`src/keyframe_vec3_track_sampler_unit_macros.svh`:
```
// ----------------------------------------------------------------------------
// Assertion macros for the keyframe sampler
// Shared concurrent assertion forms, clocked on clk with async low reset.
// ----------------------------------------------------------------------------
`ifndef KEYFRAME_VEC3_TRACK_SAMPLER_UNIT_MACROS_SVH
`define KEYFRAME_VEC3_TRACK_SAMPLER_UNIT_MACROS_SVH

// same-cycle implication
`define KVTS_ASSERT_IMP(label, clk, rst_n, ante, cons, msg) \
    label: assert property (@(posedge clk) disable iff (!rst_n) (ante) |-> (cons)) \
        else $error(msg);

// next-cycle implication
`define KVTS_ASSERT_NXT(label, clk, rst_n, ante, cons, msg) \
    label: assert property (@(posedge clk) disable iff (!rst_n) (ante) |=> (cons)) \
        else $error(msg);

`endif

```
`src/kvts_ram.sv`:
```
`timescale 1ns / 1ps
// ----------------------------------------------------------------------------
// kvts_ram
// Simple dual-port RAM, one write port, one read port with registered data.
// ----------------------------------------------------------------------------
module kvts_ram #(
    parameter int WIDTH = 32,
    parameter int DEPTH = 64
) (
    input  logic                     clk,
    input  logic                     we,
    input  logic [$clog2(DEPTH)-1:0] waddr,
    input  logic [WIDTH-1:0]         wdata,
    input  logic [$clog2(DEPTH)-1:0] raddr,
    output logic [WIDTH-1:0]         rdata
);

    logic [WIDTH-1:0] mem [DEPTH];
    logic [WIDTH-1:0] rdata_reg;

    always_ff @(posedge clk)
    begin
        if (we)
        begin
            mem[waddr] <= wdata;
        end
        rdata_reg <= mem[raddr];
    end

    assign rdata = rdata_reg;

endmodule

```
`config.mk`:
```
export PLATFORM = sky130hd
export DESIGN_NAME = kvts_ram
export DESIGN_NICKNAME = d
export VERILOG_FILES = /design/src/keyframe_vec3_track_sampler_unit_macros.svh /design/src/kvts_ram.sv
export SDC_FILE = /design/constraint.sdc
export NUM_CORES = 2
export LEC_CHECK = 0
export BUFFER_PORTS_ARGS = -buffer_cell sky130_fd_sc_hd__buf_2
export CORE_MARGIN = 2
export CORE_UTILIZATION = 24
export CTS_BUF_LIST = sky130_fd_sc_hd__clkbuf_8
export CTS_CLUSTER_DIAMETER = 120
export DETAILED_ROUTE_END_ITERATION = 16
export SLEW_MARGIN = 20
export SYNTH_ARGS = -nofsm -noshare
export SYNTH_HDL_FRONTEND = slang
export SYNTH_SLANG_ARGS = --single-unit
```
`constraint.sdc`:
```
create_clock -name clk -period 5.11 [get_ports clk]
set_input_delay 1.2775 -clock clk [delete_from_list [all_inputs] [get_ports clk]]
set_output_delay 1.2775 -clock clk [all_outputs]
set_load 0.01 [all_outputs]
```
==> summary.txt <==
CTS
  • Hold Buf Count CTS: 0
  • CTS buffer count: 328
  • Clock transition at path regs: 60 ps
  • Clock sink total: 2080
  • Clock root buffer: clkbuf_8
  • TritonCTS clock tree: yes
  • Post-CTS setup buffers: 0
  • Clock H-tree levels: 5
  • Largest buffer count on any clock path: 4
  • Clock Latency Late Sink: 1040 ps
  • Post-CTS sizing: 0

Finish
  • Final Net Count: 3813
  • Fin area: 91600 um^2
  • Fill cell count: 32000
  • Layout area overhead: 16.7%
  • Reg area: 62100 um^2
  • Footprint of the multi-input gates: 16000 um^2
  • Largest register FFs: 2048
  • Layout cell share with drive strength beyond 1: 32.3%

Synth
  • Dominant synthesized flop cell: edfxtp_1
  • Synthesized area per cell: 23.6 um^2
  • Most frequent cell after synthesis: edfxtp_1
  • FF+latch count, synth: 2080
  • Ys Warns: 0
  • Post-Synthesis Cells: 3324
  • Top cells by count, synth: 2048 x edfxtp_1, 544 x mux4_2, 137 x nor2_1
  • Number of flops mapped to enable cells by yosys: 2048
  • Synth area leaders: edfxtp_1 78%, mux4_2 16%, mux2i_1 1.2%, dfxtp_1 0.82%, o22ai_1 0.67%
  • Post-synthesis sequential area ratio: 79.1%
  • Synth Cell Area: 78500 um^2
  • Netlist cell types: 34
  • Fraction of registers with async set/reset: 0%
  • Post-synth top area share: 78.3%
  • Largest area contributor in the netlist: edfxtp_1
  • Syn nets: 3370

Detailed routing
  • Post-DRT Antenna Nets: 0
  • # DRC: 0
  • Routed Wire Length: 216000 um
  • Routed via count: 38100
  • DR iter-0 viols: 4599
  • 1st-pass router iterations: 6
  • Routed wire per std cell: 25.8 um
  • Vias per cell: 4.56

Critical path
  • CP arrival: 4580 ps
  • Critical path class: input port to register
  • Crit path launch type: input port
  • Setup crit end kind: register
  • Data required time of the worst path: 5960 ps
  • Max FO, Critical Path: 54

STA
  • Worst hold margin: 689 ps
  • RSZ-0062 raised after global routing: no
  • Final min period: 3730 ps
  • Slew @ Worst Pin: 1100 ps
  • Max-slew violation count: 0
  • Period utilisation layout: 73.0%
  • Final Hold Viols: 0
  • Clock skew: 71.0 ps
  • Final setup TNS: 0 ps
  • Fmax: 268 MHz
  • Final count of negative-setup-slack endpoints: 0
  • Slew margin rel.: 26.4%

Placed design
  • PortBufs: 77
  • Routability cong.: 0.780
  • Placed Area: 85800 um^2
  • HPWL Detailed: 122000 um

Global routing
  • First-pass GRT wire length: 301000 um
  • Initial antenna violation count: 31
  • Congestion Overflow GR: 0
  • Vias in the first global route: 38900
  • Total GRT Usage: 12.7%
  • Pin count of the biggest net entering global routing: 65

Job
  • Max cap viols: 0

Floorplan
  • I/O pin total: 78
  • Die X: 576 um
  • Core area: 326000 um^2
  • Row cnt: 210
  • Starting Density: 24.1%
  • Die Area: 332000 um^2
  • Chip height: 576 um

Status
  • Status: complete, no violations

Power
  • Design internal power: 26.0 mW
  • PD cells: 368 nW/um^2
  • Sequential Power Share: 56.3%
  • Net switching power: 7.72 mW
  • Maximum VDD drop: 0.250 mV
  • Static Leak: 28.2 nW
  • Sw frac: 22.9%
  • Comb pwr share: 5.6%
  • Clock power frac: 38.1%

Worst hold path
  • Min-delay worst type: input port to register
[power by group through the flow]
stage	Sequential, mW	Combinational (mW)	Clock (mW)
after global placement	19.4	1.88	0
after CTS	19.0	1.91	13.1
after detailed placement	19.4	1.91	0
after global routing	19.0	1.98	13.8
final	19.0	1.88	12.8
after floorplan	19.3	0.919	0
[cells in the final DEF (no fill, tap or decap), types with 6 or more instances in the layout]
cell type,synthesis,layout
a21oi_1,62,62
a22oi_1,12,12
a311oi_1,8,8
buf_12,0,20
buf_2,57,71
buf_4,25,201
bufinv_16,0,6
clkbuf_8,0,338
clkinv_1,0,63
clkinv_2,0,30
clkinvlp_4,0,8
dfxtp_1,32,32
diode_2,0,10
edfxtp_1,2048,2048
inv_1,0,114
mux2i_1,93,93
mux4_2,544,544
nand2_1,26,26
nand2b_1,8,7
nor2_1,137,75
nor2_4,0,62
nor2b_1,15,15
o221ai_1,27,27
o22ai_1,84,84
[layout make-up]
cell class                      instances  area share (%)
Antenna cell                           10          0.0273
Clock inverter                        224            1.18
Timing Repair Buffer                  295            2.52
Multi-Input combinational cell       1062            17.4
Sequential cell                      2080            67.8
Tap cell                             4346            5.94
Clock buffer                          338            5.08
[per-layer routing]
metal | track usage, % | vias to the layer above | part of all wire (%)
li1 | - | 15200 | -
met1 | 16.9 | 20800 | 40
met2 | 20.9 | 1750 | 49
met3 | 2.64 | 375 | 8.4
met4 | 3.73 | 8 | 2.6
met5 | 0 | - | 0.021
[metrics by stage]
stage                     total power [mW]  setup slack (ps)  cells  utilization, %
after floorplan                       20.2               673   3324               -
after global placement                21.2               352   7783            26.3
after detailed placement              21.3               380   7783            26.3
after CTS                             34.0              1540   8345            28.1
after global routing                  34.8              1320   8346            28.1
final                                 33.7              1380   8355            28.1
[cell families (layout without fill, tap and decap cells)]
group,count (synthesis),after routing,synth area share [%]
other,0,10,0
flip-flops,2080,2080,79.1
multiplexers,637,637,16.8
buffers and inverters,182,857,1.13
AND/OR/NAND/NOR,223,223,1.27
AO/OA/AOI/OAI,202,202,1.67
[worst paths after layout]
path               start          end  slack [ps]  cells after the start
max             raddr[0]    rdata[13]        1380                      7
min            wdata[13]  mem[40][13]         690                      1
max reg2reg  mem[26][25]    rdata[25]        2640                      4
min reg2reg  mem[13][17]    rdata[17]         740                      4
[critical path: stages]
cell	delay, ps
buf_8	610
buf_12	250
buf_4	350
mux4_2	550
mux4_2	550
o22ai_1	630
nor2_1	250
No activity file was read; power rests on OpenSTA's default activity.
