File: src/keyframe_vec3_track_sampler_unit_macros.svh
// ----------------------------------------------------------------------------
// Assertion macros for the keyframe sampler
// Shared concurrent assertion forms, clocked on clk with async low reset.
// ----------------------------------------------------------------------------
`ifndef KEYFRAME_VEC3_TRACK_SAMPLER_UNIT_MACROS_SVH
`define KEYFRAME_VEC3_TRACK_SAMPLER_UNIT_MACROS_SVH

// same-cycle implication
`define KVTS_ASSERT_IMP(label, clk, rst_n, ante, cons, msg) \
    label: assert property (@(posedge clk) disable iff (!rst_n) (ante) |-> (cons)) \
        else $error(msg);

// next-cycle implication
`define KVTS_ASSERT_NXT(label, clk, rst_n, ante, cons, msg) \
    label: assert property (@(posedge clk) disable iff (!rst_n) (ante) |=> (cons)) \
        else $error(msg);

`endif

File: src/kvts_pkg.sv
`timescale 1ns / 1ps
// ----------------------------------------------------------------------------
// kvts_pkg
// Shared constants and types of the keyframe track sampler.
// ----------------------------------------------------------------------------
package kvts_pkg;

    localparam int MAX_KEYS  = 64;
    localparam int KEY_AW    = $clog2(MAX_KEYS);
    localparam int KCOUNT_W  = KEY_AW + 1;
    localparam int DATA_W    = 32;
    localparam int POS_W     = 3 * DATA_W;
    localparam int S_TDATA_W = 168;
    localparam int M_TDATA_W = 104;
    localparam int PADDR_W   = 3;

    // divider: 32-bit magnitude shifted by 16 fraction bits
    localparam int DIV_STEPS = 48;
    localparam int DIV_CW    = 6;

    localparam logic REQ_LOAD   = 1'b0;
    localparam logic REQ_SAMPLE = 1'b1;

    localparam logic REG_KEY_COUNT = 1'b0;

    localparam logic [1:0] STATUS_OK      = 2'd0;
    localparam logic [1:0] STATUS_ZERO_DT = 2'd1;
    localparam logic [1:0] STATUS_SAT     = 2'd2;

    localparam logic [DATA_W-1:0] Q_MAX = 32'h7FFF_FFFF;
    localparam logic [DATA_W-1:0] Q_MIN = 32'h8000_0000;

    typedef struct packed {
        logic                     done;
        logic                     sat;
        logic signed [DATA_W-1:0] factor;
    } div_res_t;

endpackage

File: src/kvts_div.sv
`timescale 1ns / 1ps
// ----------------------------------------------------------------------------
// kvts_div
// Iterative signed divider for the interpolation factor (num << 16) / den,
// one quotient bit per cycle, truncated toward zero and clamped to 32 bits.
// ----------------------------------------------------------------------------
module kvts_div (
    input  logic                   clk,
    input  logic                   rst_n,
    input  logic                   start,
    input  logic signed [32:0]     num,
    input  logic signed [32:0]     den,
    output kvts_pkg::div_res_t     res
);

    logic                                run_reg;
    logic                                done_reg;
    logic [kvts_pkg::DIV_CW-1:0]         cnt_reg;
    logic                                neg_reg;
    logic [kvts_pkg::DATA_W-1:0]         dsr_reg;
    logic [kvts_pkg::DATA_W-1:0]         rem_reg;
    logic [kvts_pkg::DIV_STEPS-1:0]      dvd_reg;

    logic [32:0]                         num_mag_c;
    logic [32:0]                         den_mag_c;
    logic [32:0]                         rem_sh_c;
    logic                                ge_c;
    logic                                sat_c;
    logic [kvts_pkg::DATA_W-1:0]         fac_c;

    assign num_mag_c = num[32] ? 33'(-num) : 33'(num);
    assign den_mag_c = den[32] ? 33'(-den) : 33'(den);

    assign rem_sh_c = {rem_reg, dvd_reg[kvts_pkg::DIV_STEPS-1]};
    assign ge_c     = (rem_sh_c >= {1'b0, dsr_reg});

    // quotient sits in dvd_reg once all bits are shifted through
    always_comb
    begin
        if (neg_reg)
        begin
            sat_c = (|dvd_reg[47:32]) || (dvd_reg[31] && (|dvd_reg[30:0]));
            fac_c = sat_c ? kvts_pkg::Q_MIN : 32'(~dvd_reg[31:0] + 32'd1);
        end
        else
        begin
            sat_c = |dvd_reg[47:31];
            fac_c = sat_c ? kvts_pkg::Q_MAX : dvd_reg[31:0];
        end
    end

    always_ff @(posedge clk or negedge rst_n)
    begin
        if (!rst_n)
        begin
            run_reg  <= 1'b0;
            done_reg <= 1'b0;
            cnt_reg  <= '0;
        end
        else
        begin
            done_reg <= 1'b0;
            if (start)
            begin
                run_reg <= 1'b1;
                cnt_reg <= '0;
            end
            else if (run_reg)
            begin
                cnt_reg <= cnt_reg + 1'b1;
                if (cnt_reg == kvts_pkg::DIV_CW'(kvts_pkg::DIV_STEPS - 1))
                begin
                    run_reg  <= 1'b0;
                    done_reg <= 1'b1;
                end
            end
        end
    end

    always_ff @(posedge clk)
    begin
        if (start)
        begin
            neg_reg <= num[32] ^ den[32];
            dsr_reg <= den_mag_c[31:0];
            rem_reg <= '0;
            dvd_reg <= {num_mag_c[31:0], 16'd0};
        end
        else if (run_reg)
        begin
            rem_reg <= ge_c ? 32'(rem_sh_c - {1'b0, dsr_reg}) : rem_sh_c[31:0];
            dvd_reg <= {dvd_reg[kvts_pkg::DIV_STEPS-2:0], ge_c};
        end
    end

    assign res.done   = done_reg;
    assign res.sat    = sat_c;
    assign res.factor = fac_c;

endmodule

File: config.mk
export PLATFORM = sky130hd
export DESIGN_NAME = kvts_div
export DESIGN_NICKNAME = d
export VERILOG_FILES = /design/src/keyframe_vec3_track_sampler_unit_macros.svh /design/src/kvts_pkg.sv /design/src/kvts_div.sv
export SDC_FILE = /design/constraint.sdc
export NUM_CORES = 1
export LEC_CHECK = 0
export ABC_AREA = 1
export ABC_CLOCK_PERIOD_IN_PS = 5000
export BUFFER_PORTS_ARGS = -buffer_cell sky130_fd_sc_hd__buf_4
export CORE_MARGIN = 2
export CORE_UTILIZATION = 35
export DETAILED_ROUTE_END_ITERATION = 10
export GPL_ROUTABILITY_DRIVEN = 0
export GPL_TIMING_DRIVEN = 0
export PLACE_DENSITY = 0.62
export SLEW_MARGIN = 20
export SYNTH_ARGS = -nofsm -noshare
export SYNTH_HDL_FRONTEND = slang
export SYNTH_SLANG_ARGS = --single-unit
File: constraint.sdc
create_clock -name clk -period 5 [get_ports clk]
set_clock_uncertainty 0.15 [all_clocks]
set_input_delay 1 -clock clk [delete_from_list [all_inputs] [get_ports clk]]
set_output_delay 1 -clock clk [all_outputs]
set_load 0.01 [all_outputs]
==> results_dict.tcl <==
set metrics [dict create \
    status "completed" \
    cts_root_buffer "clkbuf_16" \
    cts_hold_buf 0 \
    ant_nets 0 \
    worstMarginPinSlew_ps 1010 \
    yosys_register_bits 121 \
    drc 0 \
    cts_setup_buffers 0 \
    numCtsBuffers 17 \
    critical_path_class "reg -> out" \
    die_h_um 174 \
    die_area_um2 30200 \
    dr.pass1.iters 6 \
    hold_viol_final 0 \
    start_util 0.354 \
    synthArstFlopShare 0.0661 \
    grt_pass1_vias 9863 \
    synth_area_um2 10100 \
    multi_input_area_um2 5700 \
    yosys-top-cells-area "edfxtp_1, nand2_1, inv_1" \
    io_pins 103 \
    power_density_nw_per_um2 398 \
    grt_pass1_wl_um 49900 \
    post_cts_resized 0 \
    synth_edf_count 65 \
    setup-violations-final 0 \
    startpoint_type "flop" \
    synth.most_common_cell "nand2_1" \
    cts_tree "yes" \
    dp_hpwl_um 24600 \
    crit_family "simple AND/OR/NAND/NOR gates" \
    yosysTopAreaCellShare 0.193 \
    cp.arrival_ps 2560 \
    clock_latency_ps 420 \
    final_cells 2077 \
    crit_top_cell "nand2_1" \
    fmax_ghz 0.270 \
    seq_area_frac_synth 0.308 \
    rsz0062_at_grt "false" \
    p_leak_uw 0.00593 \
    setup_tns_ps 0 \
    cts_sinks 121 \
    syn_to_final_growth_pct 18.3 \
    synth.top_cells.by_count "nand2_1, inv_1, nand3_1" \
    synthFlopType "edfxtp_1" \
    slew_viol_final 0 \
    cp.depth 8 \
    avgSynthCellArea_um2 6.48 \
    seq_area_um2 3110 \
    routed_wl_um 31000 \
    synth_cells 1560 \
    viasPerCell 4.99 \
    cpMaxStageDelayCell "edfxtp_1" \
    drt_iter0_drc 954 \
    ys_types 46 \
    cp_slowest_stage_delay_ps 400 \
    reg2regPathDepth 5 \
    crit_buf_inv 2 \
    antenna_cells 0 \
    grt_use_total 0.207 \
    ir_worst_vdd_uv 199 \
    path_max_fanout 10 \
    yosysTopAreaCell "edfxtp_1" \
    cts.htree.levels 4 \
    fin_crit_sh 0.741 \
    cts_max_path_buffers 2 \
    ys_warn_count 0 \
    dr_total_vias 10360 \
    relSlewSlack 0.327 \
    final.min_clock_period_ps 3710 \
    grt_antenna_before_repair 0 \
    grt_max_degree 36 \
    cap_viol_max_count 0 \
    fill_cells 3054 \
    clk_pin_slew_worst_paths_ps 60 \
    fin_nets 1786 \
    overflow 0 \
    fp.coreArea_um2 28500 \
    synth_nets 1666 \
    crit_chain "nor4_1, nand2_1, nor3_2, nand2_1, clkbuf_1, o21ai_0, nand2_1, buf_4" \
    rows 62 \
    die_x_um 174 \
    hold_path.class "in -> async" \
    worst_setup_path_end_kind "output port" \
    wl_per_cell_um 14.9 \
    largest_register_ff_count 48 \
    io_buffer_count 100 \
    dp.cells 2045 \
    drive_above_1_share 0.125 \
    cp.required_ps 3850 \
]
kinds of logic after synthesis:
family	Yosys count	share of synthesized area
and+or+nand+nor	791	0.347
buffers and inverters	329	0.128
AOI/OAI and AO/OA	215	0.113
DFF	121	0.308
xor gates and xnor gates	67	0.0581
adders and majority gates	37	0.0466
stage by stage:
stage | hold WS (ps) | total power (µW) | area [µm²] | setup slack (ps) | util
after floorplan | 293 | 2880 | 10100 | 1930 | -
after global placement | 308 | 3440 | 11300 | 526 | 0.397
after detailed placement | 308 | 3460 | 11400 | 1640 | 0.398
after CTS | 221 | 4740 | 12000 | 1340 | 0.419
after global routing | 229 | 5100 | 12000 | 1040 | 0.419
final | 229 | 4750 | 12000 | 1290 | 0.419
worst paths after layout:
check / startpoint / slack (ps) / endpoint
hold reg to reg: rem_reg[22] / 320 / rem_reg[22]
setup / recovery: dvd_reg[42] / 1290 / res[1]
setup reg to reg: run_reg / 2470 / rem_reg[5]
max in group asynchronous: rst_n / 4340 / run_reg
hold / removal: rst_n / 230 / cnt_reg[1]
min in group clk: rem_reg[22] / 320 / rem_reg[22]
worst register-to-register path: cells and delay by family, from the launching register on:
| family | cells | cell delay [ps] |
|---|---|---|
| AOI/OAI and AO/OA | 1 | 120 |
| buffers and inverters | 2 | 760 |
| DFF | 1 | 470 |
| and+or+nand+nor | 2 | 970 |
area by class of cell:
cell class	count	share of cell area
repair buffers	101	0.0645
plain buffers	43	0.0179
clock buffers	21	0.0377
flip-flops and latches	121	0.260
multi-input cells	1110	0.477
clock inverters	11	0.0121
inverters	286	0.0900
well taps	384	0.0402
layout by cell type, fill, tap and decap left out, types with 2 or more instances in the layout:
master      count
nand2_1       428
ha_1           36
o21ai_1        51
buf_2           5
o31ai_1         2
buf_1           3
or2_2           4
nand3_1       140
clkinv_1        5
nor2_2         11
nand2_2        10
and2_1          2
dfrtp_1         8
xnor2_1        20
clkinvlp_4      2
a21oi_1        50
bufinv_16       3
dfxtp_1        48
nand3_2         4
o21bai_1        4
nand3b_1       13
o21ai_0        79
edfxtp_1       65
o22ai_1        22
buf_6           4
nor2_4          5
xor2_1         47
nor3_2          6
nor3_1         33
nor2_1        105
nand4_1        21
buf_4         104
nor4_1          6
clkbuf_16      17
inv_6           2
clkinv_2        2
clkbuf_1       29
inv_2          23
inv_1         258
report_power, final:
part / switching, µW / internal [µW] / total, µW
logic: 1390 / 783 / 2170
clock network: 474 / 797 / 1270
registers: 91.3 / 1220 / 1310
total: 1960 / 2800 / 4750
per-layer routing:
metal | GRT usage | up-vias | part of all wire
li1 | - | 5250 | -
met2 | 0.347 | 362 | 0.46
met1 | 0.269 | 4691 | 0.45
met5 | 0 | - | 0
met3 | 0.0306 | 57 | 0.059
met4 | 0.0767 | 0 | 0.028
(Power assumes the default switching activity.)
